## config.mk

```make
export PLATFORM = sky130hd
export DESIGN_NAME = hbsne_level
export DESIGN_NICKNAME = d
export VERILOG_FILES = /design/src/hdl/hbsne_pkg.sv /design/src/hdl/hbsne_level.sv
export SDC_FILE = /design/constraint.sdc
export NUM_CORES = 1
export LEC_CHECK = 0
export ABC_AREA = 1
export BUFFER_PORTS_ARGS = -buffer_cell sky130_fd_sc_hd__clkbuf_2
export CORE_MARGIN = 8
export CORE_UTILIZATION = 30
export CTS_BUF_LIST = sky130_fd_sc_hd__clkbuf_8
export DETAILED_ROUTE_END_ITERATION = 10
export SYNTH_ARGS = -nofsm -noshare
export SYNTH_HDL_FRONTEND = slang
export SYNTH_SLANG_ARGS = --single-unit
```

## constraint.sdc

```tcl
create_clock -name clk -period 2.5 [get_ports clk]
set_input_delay 0.5 -clock clk [delete_from_list [all_inputs] [get_ports clk]]
set_output_delay 0.5 -clock clk [all_outputs]
set_load 0.1 [all_outputs]
```

## src/hdl/hbsne_pkg.sv

```systemverilog
// hbsne_pkg: shared constants, types and state encodings for the novelty engine.
// No dependencies; compile first.

package hbsne_pkg;

  // Store geometry. STORE_BYTES must be a power of two (address taken as a bit field).
  localparam int STORE_BYTES = 1024;
  localparam int PROBES      = 128;

  localparam int ADDR_W  = $clog2(STORE_BYTES);
  localparam int PIDX_W  = $clog2(PROBES + 1);
  localparam int NOV_W   = $clog2(PROBES + 1);
  // signed compare width: holds novelty and threshold +/- adjust (-127..382)
  localparam int CMP_W   = ((NOV_W > 9) ? NOV_W : 9) + 2;

  localparam logic [31:0] DJB2_INIT = 32'd5381;

  localparam int          LCG_W    = 31;
  localparam logic [30:0] LCG_MUL  = 31'd1103515245;
  localparam logic [30:0] LCG_ADD  = 31'd12345;
  localparam int          ADDR_LSB = 16;
  localparam int          BIT_LSB  = 8;

  localparam int CFG_W     = 16;
  localparam int CFG_IDX_W = 3;

  typedef enum logic [CFG_IDX_W-1:0] {
    CFG_FOLD_TH    = 3'd0,
    CFG_SPIKE_TH   = 3'd1,
    CFG_MODE_ADJ   = 3'd2,
    CFG_STEP_UP    = 3'd3,
    CFG_STEP_DOWN  = 3'd4,
    CFG_HIGH_LEVEL = 3'd5,
    CFG_LOW_LEVEL  = 3'd6
  } cfg_idx_t;

  typedef enum logic [1:0] {
    MODE_CALM     = 2'd0,
    MODE_BALANCED = 2'd1,
    MODE_CHAOTIC  = 2'd2
  } mode_t;

  typedef struct packed {
    logic [7:0]  fold_th;
    logic [7:0]  spike_th;
    logic [6:0]  mode_adj;
    logic [7:0]  step_up;
    logic [7:0]  step_down;
    logic [15:0] high_level;
    logic [15:0] low_level;
  } cfg_t;

  // control -> probe walker
  typedef struct packed {
    logic        start;
    logic        toggle;
    logic [31:0] seed;
  } walk_cmd_t;

  // probe walker -> control
  typedef struct packed {
    logic             ready;
    logic             done;
    logic [NOV_W-1:0] zeros;
  } walk_stat_t;

  typedef enum logic [2:0] {
    W_CLEAR,
    W_IDLE,
    W_SEED,
    W_RD,
    W_ACT
  } walk_state_t;

  typedef enum logic [2:0] {
    S_IDLE,
    S_START,
    S_WALK,
    S_LEVEL,
    S_FOLD,
    S_FWALK,
    S_DONE
  } ctl_state_t;

endpackage

```

## src/hdl/hbsne_level.sv

```systemverilog
// hbsne_level: saturating entropy level register and the derived three-way mode.
// Depends on hbsne_pkg.

module hbsne_level
  import hbsne_pkg::*;
(
  input  logic             clk,
  input  logic             rst,
  input  logic             update,
  input  logic [NOV_W-1:0] novelty,
  input  cfg_t             cfg,
  output logic [15:0]      level,
  output mode_t            mode
);

  logic        rise;
  logic [16:0] up_sum;
  logic [15:0] level_next;

  assign rise   = CMP_W'(novelty) > CMP_W'(cfg.spike_th);
  assign up_sum = {1'b0, level} + 17'(cfg.step_up);

  always_comb begin
    if (rise) begin
      level_next = up_sum[16] ? 16'hffff : up_sum[15:0];
    end else if (level > 16'(cfg.step_down)) begin
      level_next = level - 16'(cfg.step_down);
    end else begin
      level_next = '0;
    end
  end

  always_comb begin
    if (level > cfg.high_level) begin
      mode = MODE_CHAOTIC;
    end else if (level > cfg.low_level) begin
      mode = MODE_BALANCED;
    end else begin
      mode = MODE_CALM;
    end
  end

  always_ff @(posedge clk) begin
    if (rst) begin
      level <= '0;
    end else if (update) begin
      level <= level_next;
    end
  end

endmodule

```

==> impl_metrics.py, run 1 <==
metrics = {
    "run_status": {
        "outcome": "completed",
    },
    "timing": {
        "skew_ps": 1.255,
        "grt_setup_unrepaired": "true",
        "fmax_mhz": 410.4,
        "fin_crit_ps": 2437,
        "relSlewSlack_pct": 63.41,
        "drv_slew": 0,
        "period_share_pct": 97.47,
        "hold_viol": 0,
        "finalSetupViolations": 0,
        "worst_pin_slew_ps": 551.2,
        "tns_ps": 0,
    },
    "drt": {
        "drc": 0,
        "wl_mm": 9.432,
        "routed-via-count": 3535,
        "via_per_inst": 4.480,
        "drt_iter0_drc": 153,
        "ant_nets": 0,
        "wl_per_cell_microns": 11.95,
        "firstDrtPassIters": 4,
    },
    "synth": {
        "synth.ff_latch_count": 16,
        "synth_most_common_cell": "nand2_1",
        "synth_fp_nets": 703,
        "synth-edff-count": 0,
        "yosysTopAreaCellShare_pct": 21.58,
        "netlist_top_cells_count": "nand2_1 (162), inv_1 (118), ha_1 (56)",
        "ys_seq_area_share_pct": 9.865,
        "ys_warn_count": 0,
        "yosys-top-cells-area": "ha_1 (22%), nand2_1 (19%), inv_1 (14%)",
        "synth_cell_types": 33,
        "syn_area_sq_mm": 0.003247,
        "synth_top_area_cell": "ha_1",
        "async_reset_ff_share_pct": 0,
        "syn_inst": 563,
        "syn_area_per_cell_sq_um": 5.767,
        "synth_flop_cell": "dfxtp_1",
    },
    "layout": {
        "drive_gt1_share_pct": 20.80,
        "regMostFlops": "level",
        "largest_reg_flops": 16,
        "design_area_sq_mm": 0.004026,
        "antenna_cells": 0,
        "syn_to_final_growth_pct": 24.01,
        "num-nets-final": 790,
        "largestRegisters": "level x16",
    },
    "setup_path": {
        "cp-end-kind": "primary output",
        "critPathKind": "flip-flop to primary output",
        "crit_fanout": 6,
        "crit_chain": "ha_1 > a21oi_2 > o21ai_0 > a21oi_1 > nor2_1 > o22a_4 > nor2_4 > buf_12",
        "critPathTopFamily": "compound AO/OA/AOI/OAI gates",
        "slowest_stage": "dfxtp_4",
        "cp-start-kind": "flip-flop",
        "crit_arrival_ps": 1940,
        "crit_cells": 8,
        "slowest_delay_ps": 380,
        "worst_ep_required_time_ps": 2000,
        "reg2reg_depth": 12,
        "crit_buf_inv": 1,
    },
    "die": {
        "die_y_microns": 120.0,
        "die_w_microns": 120.0,
        "boundaryPins": 100,
        "rows": 38,
        "start_util_pct": 30.35,
        "coreArea_sq_mm": 0.01070,
        "dieArea_sq_mm": 0.01441,
    },
    "grt": {
        "grt_max_degree": 24,
        "globalRouteOverflowTotal": 0,
        "grt_pass1_vias": 3512,
        "track_usage_pct": 13.06,
        "antenna_found_initial": 0,
        "grt_first_pass_wirelength_mm": 16.05,
    },
    "cts": {
        "clk_pin_slew_ps": 60,
        "cts-buffers-inserted": 3,
        "cts_buffer_depth": 2,
        "clock_latency_ps": 250,
        "cts_tree": "yes",
        "cts_root_buf": "clkbuf_8",
        "numClockSinks": 16,
        "cts_hold_buffers": 0,
        "cts_max_level": 1,
    },
    "run": {
        "max_cap_viol_count": 0,
    },
    "pwr": {
        "power_leakage_nw": 2.490,
        "vdd_drop_max_mv": 0.2427,
        "p_per_area_mw_per_mm2": 436.0,
        "finalPower_mw": 1.755,
    },
    "min_path": {
        "hp-class": "flip-flop to flip-flop",
        "holdPathStages": 4,
    },
    "placement": {
        "place.gp.congestion": 0.8340,
        "portBuffers": 84,
        "placed_area_sq_mm": 0.003951,
        "place_hpwl_mm": 8.170,
    },
}
kinds of logic (layout without fill, tap and decap cells):
family | Yosys count | in the layout | share of synthesized area (%)
and+or+nand+nor | 286 | 286 | 38.23
buffers and inverters | 128 | 214 | 15.49
AOI/OAI and AO/OA | 62 | 62 | 10.10
adders and majority gates | 58 | 58 | 22.81
DFF | 16 | 16 | 9.865
xor gates and xnor gates | 13 | 13 | 3.507
cell usage in the layout (no fill, tap or decap), types with 4 or more instances in the layout:
cell and n:
a21oi_1 36, buf_4 6, clkbuf_2 82, dfxtp_4 16, ha_1 54, inv_1 117
nand2_1 162, nand3_1 49, nand3_2 6, nand4_1 6, nor2_1 43, nor2_2 4
o21ai_0 16, xnor2_1 6, xor2_1 7
area by class of cell:
| cell class | count | area (sq um) |
|---|---|---|
| fillers | 1198 | 6671 |
| multi-input cells | 419 | 2476 |
| repair buffers | 90 | 495.5 |
| inverters | 120 | 454.2 |
| flip-flops and latches | 16 | 380.4 |
| well taps | 140 | 175.2 |
| clock buffers | 3 | 41.29 |
| clock inverters | 1 | 3.754 |
worst paths after layout:
path / from / endpoint / slack (ps)
setup / recovery: level[7] / mode[0] / 60
hold / removal: level[3] / level[3] / 620
setup reg to reg: level[0] / level[10] / 190
hold reg to reg: level[3] / level[3] / 620
metrics by stage:
step	cells	setup WS [ps]	util [%]	hold slack [ps]
5_1_grt	789	-13.80	37.64	673.6
4_1_cts	787	14.94	37.36	599.0
6_report	789	63.21	37.64	623.5
3_3_place_gp	783	81.26	36.94	583.1
2_1_floorplan	563	-93.97	-	635.0
3_5_place_dp	783	48.50	36.94	588.4
routing by layer:
layer  track usage [%]  wire length [microns]  share of wire (%)  vias to the layer above
li1                  -                      -                  -                     1944
met1             16.10                   4429                 47                     1505
met2             22.95                   4325                 46                       76
met3             2.020                    521                5.5                       10
met4             3.669                    157                1.7                        0
met5                 0                      0                  0                        -
power by group:
part / total (mW) / internal (mW) / switching [mW] / leakage (nW)
Sequential: 0.374 / 0.291 / 0.0828 / 0.143
Clock: 0.200 / 0.109 / 0.0914 / 0.0231
Combinational: 1.18 / 0.401 / 0.780 / 2.32
worst reg2reg max path, cell delays in order (launching register included):
cell,delay [ps]
dfxtp_4,360
clkinvlp_4,130
ha_1,230
fa_1,420
o21ai_2,220
nand3_2,110
nand3_2,90
nand2_2,80
nor2_4,290
nand2_1,100
nand3_1,90
nand2_1,80
inv_1,50
repair_timing:
item	in CTS	in global routing
endpoints found under the hold margin	0	0
buffers inserted	0	2
gates resized for setup	0	4
endpoints found under the setup margin	0	1
Power figures use the tool's default switching activity.
==> run 2, diff against run 1 <==
==> constraint.sdc (replaced) <==
create_clock -name clk -period 2.6 [get_ports clk]
set_input_delay 0.52 -clock clk [delete_from_list [all_inputs] [get_ports clk]]
set_output_delay 0.52 -clock clk [all_outputs]
set_load 0.1 [all_outputs]
==> run 2 against run 1 <==
Sequential power is 3% lower. Combinational power is 4% lower. Design area is 0.75% lower. Sequential share of layout area is 0.071 points higher. Register-to-register slack better by 160 ps. Via count is 0.57% lower. Final cell count is 0.25% lower. Worst setup slack better by 69 ps. Sequential cell count stayed put.
==> impl_metrics.py, run 2 (synthesized netlist as in run 1, its figures left out) <==
metrics = {
    "die": {
        "start_util_pct": 30.35,
        "coreArea_sq_mm": 0.01070,
        "rows": 38,
        "boundaryPins": 100,
        "die_w_microns": 120.0,
        "dieArea_sq_mm": 0.01441,
        "die_y_microns": 120.0,
    },
    "cts": {
        "clk_pin_slew_ps": 60,
        "cts_tree": "yes",
        "cts_resized": 0,
        "cts_max_level": 1,
        "cts_root_buf": "clkbuf_8",
        "numClockSinks": 16,
        "cts_buffer_depth": 2,
        "cts-buffers-inserted": 3,
        "clock_latency_ps": 240,
        "cts_setup_buffers": 0,
        "cts_hold_buffers": 0,
    },
    "drt": {
        "via_per_inst": 4.466,
        "firstDrtPassIters": 4,
        "drc": 0,
        "drt_iter0_drc": 205,
        "wl_mm": 9.446,
        "ant_nets": 0,
        "wl_per_cell_microns": 12.00,
        "routed-via-count": 3515,
    },
    "setup_path": {
        "crit_chain": "clkbuf_2 > inv_1 > ha_1 > a21oi_1 > o21ai_0 > a21oi_1 > nor2_1 > o22a_4 > nor2_4 > buf_12",
        "slowest_delay_ps": 300,
        "cp_common_cell": "a21oi_1",
        "crit_arrival_ps": 1950,
        "critPathKind": "primary input to primary output",
        "r2r_start": "level[0]",
        "crit_fanout": 2,
        "reg2reg_depth": 12,
        "crit_buf_inv": 3,
        "crit_start": "cfg[23]",
        "worst_ep_required_time_ps": 2080,
        "critPathTopFamily": "compound AO/OA/AOI/OAI gates",
        "slowest_stage": "ha_1",
        "cp-start-kind": "primary input",
        "cp-end-kind": "primary output",
        "crit_cells": 10,
    },
    "placement": {
        "portBuffers": 84,
        "place_hpwl_mm": 8.194,
        "post-place-ws_ps": 115.5,
        "place.gp.congestion": 0.8352,
    },
    "grt": {
        "grt_max_degree": 24,
        "globalRouteOverflowTotal": 0,
        "track_usage_pct": 13.16,
        "grt_first_pass_wirelength_mm": 16.15,
        "grt_pass1_vias": 3555,
        "antenna_found_initial": 0,
    },
    "layout": {
        "final_common_cell": "nand2_1",
        "largest_reg_flops": 16,
        "largestRegisters": "level x16",
        "regMostFlops": "level",
        "mostFrequentLayoutCells": "nand2_1 (162), inv_1 (118), clkbuf_2 (82), ha_1 (54), nand3_1 (49)",
        "drive_gt1_share_pct": 19.94,
        "fillers": 1185,
        "antenna_cells": 0,
        "num-nets-final": 788,
        "syn_to_final_growth_pct": 23.08,
    },
    "pwr": {
        "finalPower_mw": 1.678,
        "vdd_drop_max_mv": 0.2422,
        "p_switching_uw": 911.8,
        "power_leakage_nw": 2.482,
        "p_comb_share_pct": 67.1,
        "p_clk_share_pct": 11.2,
        "internal-power_uw": 766.0,
        "seqPwrFrac_pct": 21.6,
        "p_per_area_mw_per_mm2": 419.8,
        "sw_frac_of_total_pct": 54.35,
    },
    "timing": {
        "period_share_pct": 94.90,
        "tns_ps": 0,
        "finalSetupViolations": 0,
        "relSlewSlack_pct": 63.40,
        "finalWorstSetupSlack_ps": 132.5,
        "fmax_mhz": 405.3,
        "hold_viol": 0,
        "worst_pin_slew_ps": 551.3,
        "whs_ps": 597.7,
        "drv_slew": 0,
        "fin_crit_ps": 2467,
        "skew_ps": 2.745,
        "grt_setup_unrepaired": "false",
    },
    "min_path": {
        "holdPathStages": 2,
        "hp-start": "level[11]",
        "hp-class": "flip-flop to flip-flop",
    },
    "run_status": {
        "outcome": "completed",
    },
    "run": {
        "max_cap_viol_count": 0,
    },
}
==> run 2: layout make-up <==
cell class              instances  area [sq um]  area share, %
inverters                     120         450.4          11.27
clock buffers                   3         41.29          1.033
clock inverters                 1         3.754        0.09393
well taps                     140         175.2          4.383
flip-flops and latches         16         380.4          9.518
multi-input cells             419          2465          61.68
repair buffers                 88         480.5          12.02
==> run 2: metal layers <==
layer  track usage [%]  vias to the layer above  wire length [microns]
li1                  -                     1937                      -
met1             16.27                     1490                   4228
met2             23.61                       81                   4434
met3             1.879                        7                    668
met4             2.732                        0                    114
met5                 0                        -                      0
==> run 2: final timing paths <==
path / endpoint / slack (ps)
worst max register to register: level[12] / 350
worst min register to register: level[11] / 600
worst min-delay path: level[11] / 600
worst max-delay path: mode[0] / 130
==> run 2: power by group through the flow <==
stage / clock (mW) / sequential [mW] / combinational, mW
floorplan: 0 / 0.535 / 0.687
global placement: 0 / 0.369 / 1.11
detailed placement: 0 / 0.371 / 1.12
CTS: 0.193 / 0.366 / 1.13
global route: 0.202 / 0.373 / 1.27
finish: 0.189 / 0.363 / 1.13
==> run 2: stage by stage <==
step	area (sq um)	std cells	util, %
after floorplan	3348	563	-
after global placement	3951	783	36.94
after detailed placement	3951	783	36.94
after CTS	3996	787	37.36
after global routing	3996	787	37.36
final	3996	787	37.36
==> run 2: worst register-to-register path, stage by stage (launching register included) <==
cell     delay, ps
dfxtp_4        350
inv_1           90
ha_1           220
fa_1           420
o21ai_2        220
nand3_2        110
nand3_2         90
nand2_2         80
nor2_4         310
nand2_1        110
nand3_1         80
nand2_1         80
inv_1           60
==> run 3, diff against run 2 <==
--- a/config.mk
+++ b/config.mk
@@ -7,6 +7,7 @@
 export LEC_CHECK = 0
 export ABC_AREA = 1
 export BUFFER_PORTS_ARGS = -buffer_cell sky130_fd_sc_hd__clkbuf_2
+export CORE_ASPECT_RATIO = 0.8
 export CORE_MARGIN = 8
 export CORE_UTILIZATION = 30
 export CTS_BUF_LIST = sky130_fd_sc_hd__clkbuf_8
==> run 3 against run 2 <==
Power rose by 1.3%. First-iteration DRC count increased by 0.49%. Critical path depth shrank 2. Clock skew is essentially flat. Routed wire length grew 4.6%. Worst setup slack improved by 1.4 ps. Design area is 0.85% higher. Via count up 2.2%. Core utilization is 0.24 points higher. Final cell count is 0.51% higher. Register-to-register slack worse by 70 ps.
==> impl_metrics.py, run 3 (synthesized netlist as in run 1, its figures left out) <==
metrics = {
    "layout": {
        "num-nets-final": 788,
        "multiInputGateArea_sq_mm": 0.002494,
        "antenna_cells": 0,
        "design_area_sq_mm": 0.004030,
        "largestRegisters": "level x16",
        "final_common_cell": "nand2_1",
        "regMostFlops": "level",
        "syn_to_final_growth_pct": 24.12,
        "fin_cells": 791,
        "final_core_util_pct": 37.59,
        "final-seq-area_sq_um": 380.4,
        "mostFrequentLayoutCells": "nand2_1 (162), inv_1 (118), clkbuf_2 (82), ha_1 (53), nand3_1 (48)",
        "drive_gt1_share_pct": 20.40,
        "fillers": 1185,
        "largest_reg_flops": 16,
    },
    "timing": {
        "hold_viol": 0,
        "worst_pin_slew_ps": 550.9,
        "relSlewSlack_pct": 63.43,
        "tns_ps": 0,
        "fin_crit_ps": 2466,
        "drv_slew": 0,
        "fmax_mhz": 405.5,
        "skew_ps": 3.131,
        "finalWorstSetupSlack_ps": 133.9,
        "finalSetupViolations": 0,
        "grt_setup_unrepaired": "true",
        "period_share_pct": 94.85,
    },
    "cts": {
        "cts_root_buf": "clkbuf_8",
        "clock_latency_ps": 250,
        "cts_tree": "yes",
        "cts_max_level": 1,
        "cts_buffer_depth": 2,
        "clk_pin_slew_ps": 70,
        "cts_hold_buffers": 0,
        "numClockSinks": 16,
        "cts-buffers-inserted": 3,
    },
    "grt": {
        "antenna_found_initial": 0,
        "track_usage_pct": 13.90,
        "grt_max_degree": 24,
        "grt_pass1_vias": 3692,
        "globalRouteOverflowTotal": 0,
        "grt_first_pass_wirelength_mm": 16.97,
    },
    "min_path": {
        "hp-class": "flip-flop to flip-flop",
    },
    "placement": {
        "dp_cells": 787,
        "post-place-ws_ps": 74.97,
        "place.gp.congestion": 0.8587,
        "place_hpwl_mm": 8.471,
        "portBuffers": 84,
        "placed_area_sq_mm": 0.003956,
    },
    "die": {
        "start_util_pct": 30.29,
        "dieArea_sq_mm": 0.01443,
        "rows": 34,
        "die_w_microns": 132.3,
        "boundaryPins": 100,
        "die_y_microns": 109.1,
        "coreArea_sq_mm": 0.01072,
    },
    "drt": {
        "drc": 0,
        "via_per_inst": 4.541,
        "routed-via-count": 3592,
        "wl_per_cell_microns": 12.49,
        "wl_mm": 9.877,
        "drt_iter0_drc": 206,
        "ant_nets": 0,
        "firstDrtPassIters": 4,
    },
    "setup_path": {
        "crit_arrival_ps": 1950,
        "crit_fanout": 6,
        "worst_ep_required_time_ps": 2080,
        "critPathKind": "flip-flop to primary output",
        "cp-end-kind": "primary output",
        "cp-start-kind": "flip-flop",
    },
    "run": {
        "max_cap_viol_count": 0,
    },
    "pwr": {
        "p_switching_uw": 930.6,
        "sw_frac_of_total_pct": 54.76,
        "p_comb_share_pct": 66.9,
        "vdd_drop_max_mv": 0.1800,
        "power_leakage_nw": 2.492,
        "seqPwrFrac_pct": 21.7,
        "internal-power_uw": 768.7,
        "p_per_area_mw_per_mm2": 421.7,
        "p_clk_share_pct": 11.4,
    },
    "run_status": {
        "outcome": "completed",
    },
}
run 3: worst paths after layout:
path / start / endpoint / slack [ps] / cells after the start
min: level[11] / level[11] / 600 / 2
min reg2reg: level[11] / level[11] / 600 / 2
max reg2reg: level[0] / level[5] / 280 / 12
max: level[7] / mode[0] / 130 / 8
run 3: final cells by class:
cell class | count | share of cell area, %
well taps | 144 | 4.471
repair buffers | 88 | 11.92
multi-input cells | 419 | 61.88
inverters | 120 | 11.18
clock inverters | 1 | 0.09314
flip-flops and latches | 16 | 9.438
clock buffers | 3 | 1.025
run 3: power by group through the flow:
stage | Clock [mW] | Combinational, mW | Sequential (mW)
final | 0.194 | 1.14 | 0.368
after floorplan | 0 | 0.687 | 0.535
after global placement | 0 | 1.11 | 0.372
after CTS | 0.206 | 1.13 | 0.368
after global routing | 0.215 | 1.29 | 0.377
after detailed placement | 0 | 1.13 | 0.374
run 3: layer usage:
metal  vias up  track usage (%)  wire length [microns]
met5         -                0                      0
met1      1550            18.57                   4982
met4         0            3.234                     84
met3         7            1.934                    609
met2        98            23.37                   4200
li1       1937                -                      -
run 3: per-stage QoR:
stage / total power, mW / hold slack (ps)
5_1_grt: 1.877 / 633.1
3_3_place_gp: 1.479 / 582.3
6_report: 1.699 / 600.8
4_1_cts: 1.709 / 600.7
2_1_floorplan: 1.222 / 655.0
3_5_place_dp: 1.500 / 590.0
run 3: repair_timing:
item | in CTS | in global routing
gates resized for setup | 0 | 5
endpoints found under the setup margin | 0 | 1
buffers inserted | 0 | 0
run 3: critical path, stage by stage (launching register included):
cell	delay [ps]
dfxtp_4	390
ha_1	290
a21oi_1	140
o21ai_0	100
a21oi_1	150
nor2_1	80
o22a_4	230
nor2_4	120
buf_12	180
